File: config.mk
export PLATFORM = sky130hd
export DESIGN_NAME = bds_divider
export DESIGN_NICKNAME = d
export VERILOG_FILES = /design/src/sv/bds_div_cell.sv /design/src/sv/bds_divider.sv
export SDC_FILE = /design/constraint.sdc
export NUM_CORES = 2
export LEC_CHECK = 0
export ABC_AREA = 1
export BUFFER_PORTS_ARGS = -buffer_cell sky130_fd_sc_hd__buf_2
export CORE_MARGIN = 5
export CORE_UTILIZATION = 58
export DETAILED_ROUTE_END_ITERATION = 6
export GPL_ROUTABILITY_DRIVEN = 0
export GPL_TIMING_DRIVEN = 0
export PLACE_DENSITY = 0.82
export SYNTH_ARGS = -nofsm -noshare
export SYNTH_HDL_FRONTEND = slang
export SYNTH_HIERARCHICAL = 1
export SYNTH_SLANG_ARGS = --single-unit
File: constraint.sdc
create_clock -name clk -period 5.6 [get_ports clk]
set_clock_uncertainty 0.1 [all_clocks]
set_input_delay 0.84 -clock clk [delete_from_list [all_inputs] [get_ports clk]]
set_output_delay 0.84 -clock clk [all_outputs]
set_load 0.05 [all_outputs]
File: src/sv/bds_div_cell.sv
module bds_div_cell #(
	parameter int unsigned DW = 25,
	parameter int unsigned VW = 23,
	parameter int unsigned SW = 1
) (
	input  logic          clk,
	input  logic          arst_n,
	input  logic          en,
	input  logic          valid_i,
	input  logic [VW-1:0] rem_i,
	input  logic [DW-1:0] dq_i,
	input  logic [VW-1:0] dvs_i,
	input  logic [SW-1:0] side_i,
	output logic          valid_o,
	output logic [VW-1:0] rem_o,
	output logic [DW-1:0] dq_o,
	output logic [VW-1:0] dvs_o,
	output logic [SW-1:0] side_o
);

	logic [VW:0]   shifted;
	logic [VW+1:0] diff;
	logic          bit_q;
	logic [VW-1:0] rem_d;

	// restoring step: bring down the next dividend bit, subtract if it fits
	always_comb begin
		shifted = {rem_i, dq_i[DW-1]};
		diff    = {1'b0, shifted} - {2'b00, dvs_i};
		bit_q   = ~diff[VW+1];
		rem_d   = bit_q ? diff[VW-1:0] : shifted[VW-1:0];
	end

	always_ff @(posedge clk or negedge arst_n) begin
		if (!arst_n) begin
			valid_o <= 1'b0;
		end else if (en) begin
			valid_o <= valid_i;
		end
	end

	always_ff @(posedge clk) begin
		if (en) begin
			rem_o  <= rem_d;
			dq_o   <= {dq_i[DW-2:0], bit_q};
			dvs_o  <= dvs_i;
			side_o <= side_i;
		end
	end

endmodule

File: src/sv/bds_divider.sv
module bds_divider #(
	parameter int unsigned DW = 25,
	parameter int unsigned VW = 23,
	parameter int unsigned SW = 1
) (
	input  logic          clk,
	input  logic          arst_n,
	input  logic          en,
	input  logic          valid_i,
	input  logic [DW-1:0] dividend_i,
	input  logic [VW-1:0] divisor_i,
	input  logic [SW-1:0] side_i,
	output logic          valid_o,
	output logic [DW-1:0] quot_o,
	output logic [SW-1:0] side_o
);

	logic          v_c   [DW+1];
	logic [VW-1:0] rem_c [DW+1];
	logic [DW-1:0] dq_c  [DW+1];
	logic [VW-1:0] dvs_c [DW+1];
	logic [SW-1:0] sd_c  [DW+1];

	assign v_c[0]   = valid_i;
	assign rem_c[0] = '0;
	assign dq_c[0]  = dividend_i;
	assign dvs_c[0] = divisor_i;
	assign sd_c[0]  = side_i;

	// one quotient bit per cell, dividend bits shift out as quotient bits shift in
	for (genvar k = 0; k < DW; k++) begin : g_cell
		bds_div_cell #(.DW(DW), .VW(VW), .SW(SW)) u_cell (
			.clk     (clk),
			.arst_n  (arst_n),
			.en      (en),
			.valid_i (v_c[k]),
			.rem_i   (rem_c[k]),
			.dq_i    (dq_c[k]),
			.dvs_i   (dvs_c[k]),
			.side_i  (sd_c[k]),
			.valid_o (v_c[k+1]),
			.rem_o   (rem_c[k+1]),
			.dq_o    (dq_c[k+1]),
			.dvs_o   (dvs_c[k+1]),
			.side_o  (sd_c[k+1])
		);
	end

	assign valid_o = v_c[DW];
	assign quot_o  = dq_c[DW];
	assign side_o  = sd_c[DW];

endmodule

; ---- Yosys cells after proc, flatten, opt, wreduce, memory -nomap -nowiden
; Index checks and enable logic that the tools add are counted.
[classes]
n_addsub = 25
n_mul = 0
div = 0
order_cmp = 0
eq_ne = 0
shift = 0
mux = 24
bitwise = 25
n_reduce_logical = 0
[ops]
columns = op, count
row1 = 24-bit by 23-bit subtractor with 25-bit output, 24
row2 = 23-bit two-way mux, 23
row3 = 1-bit NOT, 25
row4 = 1-bit by 23-bit subtractor with 24-bit output, 1
row5 = 1-bit two-way mux, 1
[totals]
ff_bits = 1779
latchBits = 0
ram_bits = 0
romBits = 0
input_bits = 53
output_inout_bits = 27
word_cells = 198
n_memories = 0

; ---- Logic depth before layout (Yosys ltp)
[logic_depth]
depth_word = 2
ltp_mapped = 13
depth_no_buf = 13

; ---- By module
; Netlist, hierarchy kept.
[modules_own_cells]
columns = module, n_inst, cells_each, area_each_um2, seq_area_each_um2
row1 = bds_div_cell at g_cell[20].u_cell ..., 13, 490, 4299.1, 2187.1
row2 = bds_div_cell at g_cell[0].u_cell ..., 12, 490, 4326.6, 2187.1
row3 = bds_divider, 1, 1, 3.8, 0.0

; ---- Least setup slack after synthesis
; Ideal clock, no wire load.
[synth_timing]
path_type = input port to flip-flop
startpoint = input port dividend_i[24]
endpoint = register g_cell[0].u_cell.rem_o[13], data pin
setup_time_ns = 0.255
arrival_ns = 2.371
required_time_ns = 5.245
path_slack_ns = 2.874
cell_stages = 13
n_path_buf = 2
path_cell_list = inv_1 ha_1 fa_1 inv_1 nand3_1 nand3_2 nand2_1 nand2_2 nand2_4 nand3_4 buf_8 buf_12 a21oi_2
[synth_via]
elab_chain_cells = 1
[synth_rtl]
columns = item, line
row1 = start: declaration, bds_divider.sv:10  ; input logic [DW-1:0] dividend_i,
row2 = 1-bit by 23-bit subtractor with 24-bit output, bds_div_cell.sv:29  ; diff = {1'b0, shifted} - {2'b00, dvs_i};
row3 = end signal: assignment, bds_div_cell.sv:44  ; rem_o <= rem_d;
row4 = end: declaration, bds_div_cell.sv:15  ; output logic [VW-1:0] rem_o,
; No other way between the ends.
; A chain may end at the register's enable or synchronous reset.

; ---- Worst setup path after layout
[layout_timing]
startpoint = input port en
endpoint = register g_cell[19].u_cell.valid_o
[layout_rtl]
columns = item, line
row1 = start: declaration, bds_divider.sv:8  ; input logic en,
row2 = end signal: assignment, bds_div_cell.sv:38  ; valid_o <= valid_i;
row3 = end: declaration, bds_div_cell.sv:14  ; output logic valid_o,
; No word-level cell between the ends.

==> qor.csv <==
stage,metric,value,unit
run_status,status,"finished, violations left",
run_status,violated checks,DRC,
clocking,setup repair bufs after CTS,0,
pwr,PwrDens,552,mW/mm2
timing,RSZ-0062 raised after global routing,false,
pwr,power share of the clock group,20.0,%
placement,dpl cells,14400,
worst_setup_path,r2r setup slk,2.65,ns
timing,Final Cycle Share,62.9,%
timing,setup TNS,0,ns
timing,fin. max-slew vios,0,
clocking,clk sinks,1779,
hold_path,startpoint of the worst hold path,dividend_i[8],
timing,Max Clk Rate,284,MHz
worst_setup_path,CP Capture Type,register,
die,Die Ht,436,um
timing,"Setup violations, final",0,
cells_and_area,area of the multi-input gates,0.0416,mm2
global_route,largest net degree at the start of global routing,190,
worst_setup_path,crit path kind,input pin to register,
placement,hpwl dp,184000,um
routing,WL/cell,16.6,um
timing,Rel. slew slack,30.3,%
hold_path,"Endpoint, Worst Hold",g_cell[0].u_cell/dq_o[9]$_DFFE_PP_,
global_route,antenna violations before repair,4,
clocking,Clock Tree Root,clkbuf_16,
worst_setup_path,worst r2r src,g_cell[5].u_cell/dvs_o[0]$_DFFE_PP_,
die,Core ar.,0.181,mm2
logic_synthesis,synthesized area,0.105,mm2
worst_setup_path,Worst R2R Path Depth,12,
die,io pins,80,
cells_and_area,Area growth syn-to-layout,9.87,%
routing,"antenna viol nets, final",0,
cells_and_area,final net count,12900,
routing,via count,81100,
cells_and_area,share of layout cells above drive strength 1,9.62,%
global_route,GRT overflow,0,
placement,port bufs,79,
clocking,Worst-path clk slew,0.06,ns
pwr,Internal,36800,uW
worst_setup_path,"Max FO, Critical Path",182,
routing,Via-to-Cell Ratio,5.49,
cells_and_area,fillcell total,13900,
clocking,Worst-Skew Late Latency,0.85,ns
timing,"Hold Vio Cnt, Final",0,
clocking,clk buf depth,3,
timing,minimum clock period,3.53,ns
routing,DRT iter0 DRCs,9800,
pwr,sequential power share,32.5,%
global_route,total track usage,25.1,%
worst_setup_path,Startpoint Class,input pin,
global_route,vias in the first global route,77300,
logic_synthesis,YS warnings,6,
logic_synthesis,Mapped Cells,11900,
routing,drc violations,2,
die,# rows,156,
pwr,worst vdd ir,0.000333,V
hold_path,WHS Path Cells,1,
global_route,global-route wire length before repair,388000,um
clocking,CTS H-tree lvls,4,
run,maxcap violations,0,
logic_synthesis,syn avg cell area,8.82,um2
hold_path,HP Class,input pin to register,
pwr,Combinational Power Share,47.5,%
pwr,Lkg Pwr,0.0551,uW
cells_and_area,fin cells,14800,
worst_setup_path,CP Data Required Time,6.21,ns
routing,TritonRoute pass-1 iters,7,
die,Die Area,0.190,mm2
worst_setup_path,reg-to-reg endpoint,g_cell[6].u_cell/rem_o[0]$_DFFE_PP_,
die,die width,436,um
routing,DR top layer,met4,
routing,met2 routed WL,114000,um
timing,slew of the pin with the lowest slew margin,1.05,ns
routing,WL final,245000,um
routing,M1 wire length,97600,um
clocking,CTS Buf Count,187,
worst_setup_path,Crit path arrival time,4.14,ns
pwr,Psw,26900,uW
pwr,Net Sw Frac,42.2,%
routing,routed wl met3,21100,um
clocking,CTS tree,built,
die,Initial Util,58.2,%
cells_and_area,antenna cells,0,
cells_and_area,register area,0.0533,mm2
cells_and_area,Util after Layout,64.0,%
[state kept, by name, summed over array words and instances (netlist names)]
name                   flops
g_cell.u_cell/valid_o     25
g_cell.u_cell/rem_o      552
g_cell.u_cell/dq_o       625
g_cell.u_cell/dvs_o      552
g_cell.u_cell/side_o      25
[placed cells by master, fill, tap and decap left out, drive strengths merged, types with 47 or more instances in the layout]
cell type / count
buf: 187
clkbuf: 206
nor2: 940
conb: 47
inv: 2435
clkinv: 96
ha: 574
nand4: 288
a21oi: 626
xnor2: 192
nor3: 97
edfxtp: 1754
nand2: 3908
nand3b: 168
nand3: 699
[worst max-delay path: stages]
cell and delay, ns:
buf_12 0.44, buf_16 0.58, buf_16 0.61, buf_16 0.55
mux2_2 0.43
[area by class of cell]
class,count,share of cell area (%)
sequential,1779,46.1
timing repair buffer,97,0.663
tap,2370,2.57
clock inverter,145,1.49
clock buffer,206,4.11
buffer,98,1.14
inverter,2425,7.88
multi-input combinational,7662,36.0
[metal layers]
| metal | up-vias | GRT usage (%) |
|---|---|---|
| met2 | 4122 | 41.5 |
| met4 | 0 | 11.7 |
| met3 | 887 | 3.86 |
| li1 | 38900 | - |
| met5 | - | 0 |
| met1 | 37200 | 32.7 |
[repair_timing]
action / 4_1_cts / 5_1_grt
hold endpoints to repair: 32 / 0
hold buffers: 8 / 0
resized for setup: 0 / 0
[worst max path at each step]
| stage | start | end | slack [ns] |
|---|---|---|---|
| floorplan | dividend_i[24] | g_cell[0].u_cell/rem_o[13]$_DFFE_PP_ | 2.87 |
| global placement | en | g_cell[8].u_cell/valid_o$_DFFE_PN0P_ | -25.52 |
| detailed placement | en | g_cell[19].u_cell/valid_o$_DFFE_PN0P_ | 1.30 |
| CTS | en | g_cell[19].u_cell/valid_o$_DFFE_PN0P_ | 2.17 |
| global route | en | g_cell[19].u_cell/valid_o$_DFFE_PN0P_ | 1.95 |
| finish | en | g_cell[19].u_cell/valid_o$_DFFE_PN0P_ | 2.07 |
[power by group through the flow]
stage | clock, uW | combinational [uW] | sequential (uW)
after global placement | 0 | 28300 | 21500
final | 12800 | 30300 | 20700
after CTS | 13100 | 29500 | 20700
after global routing | 13700 | 33300 | 20900
after detailed placement | 0 | 29300 | 20900
after floorplan | 0 | 22500 | 20000
[through the flow]
stage	hold slack (ns)	setup WS [ns]	instance area, um2	total power [uW]
6_report	0.0806	2.07	116000	63800
5_1_grt	0.0249	1.95	116000	67900
4_1_cts	0.0106	2.17	116000	63300
3_5_place_dp	0.305	1.30	109000	50200
3_3_place_gp	0.300	-25.52	109000	49800
2_1_floorplan	0.300	2.87	105000	42600
No activity file was read; power rests on OpenSTA's default activity.
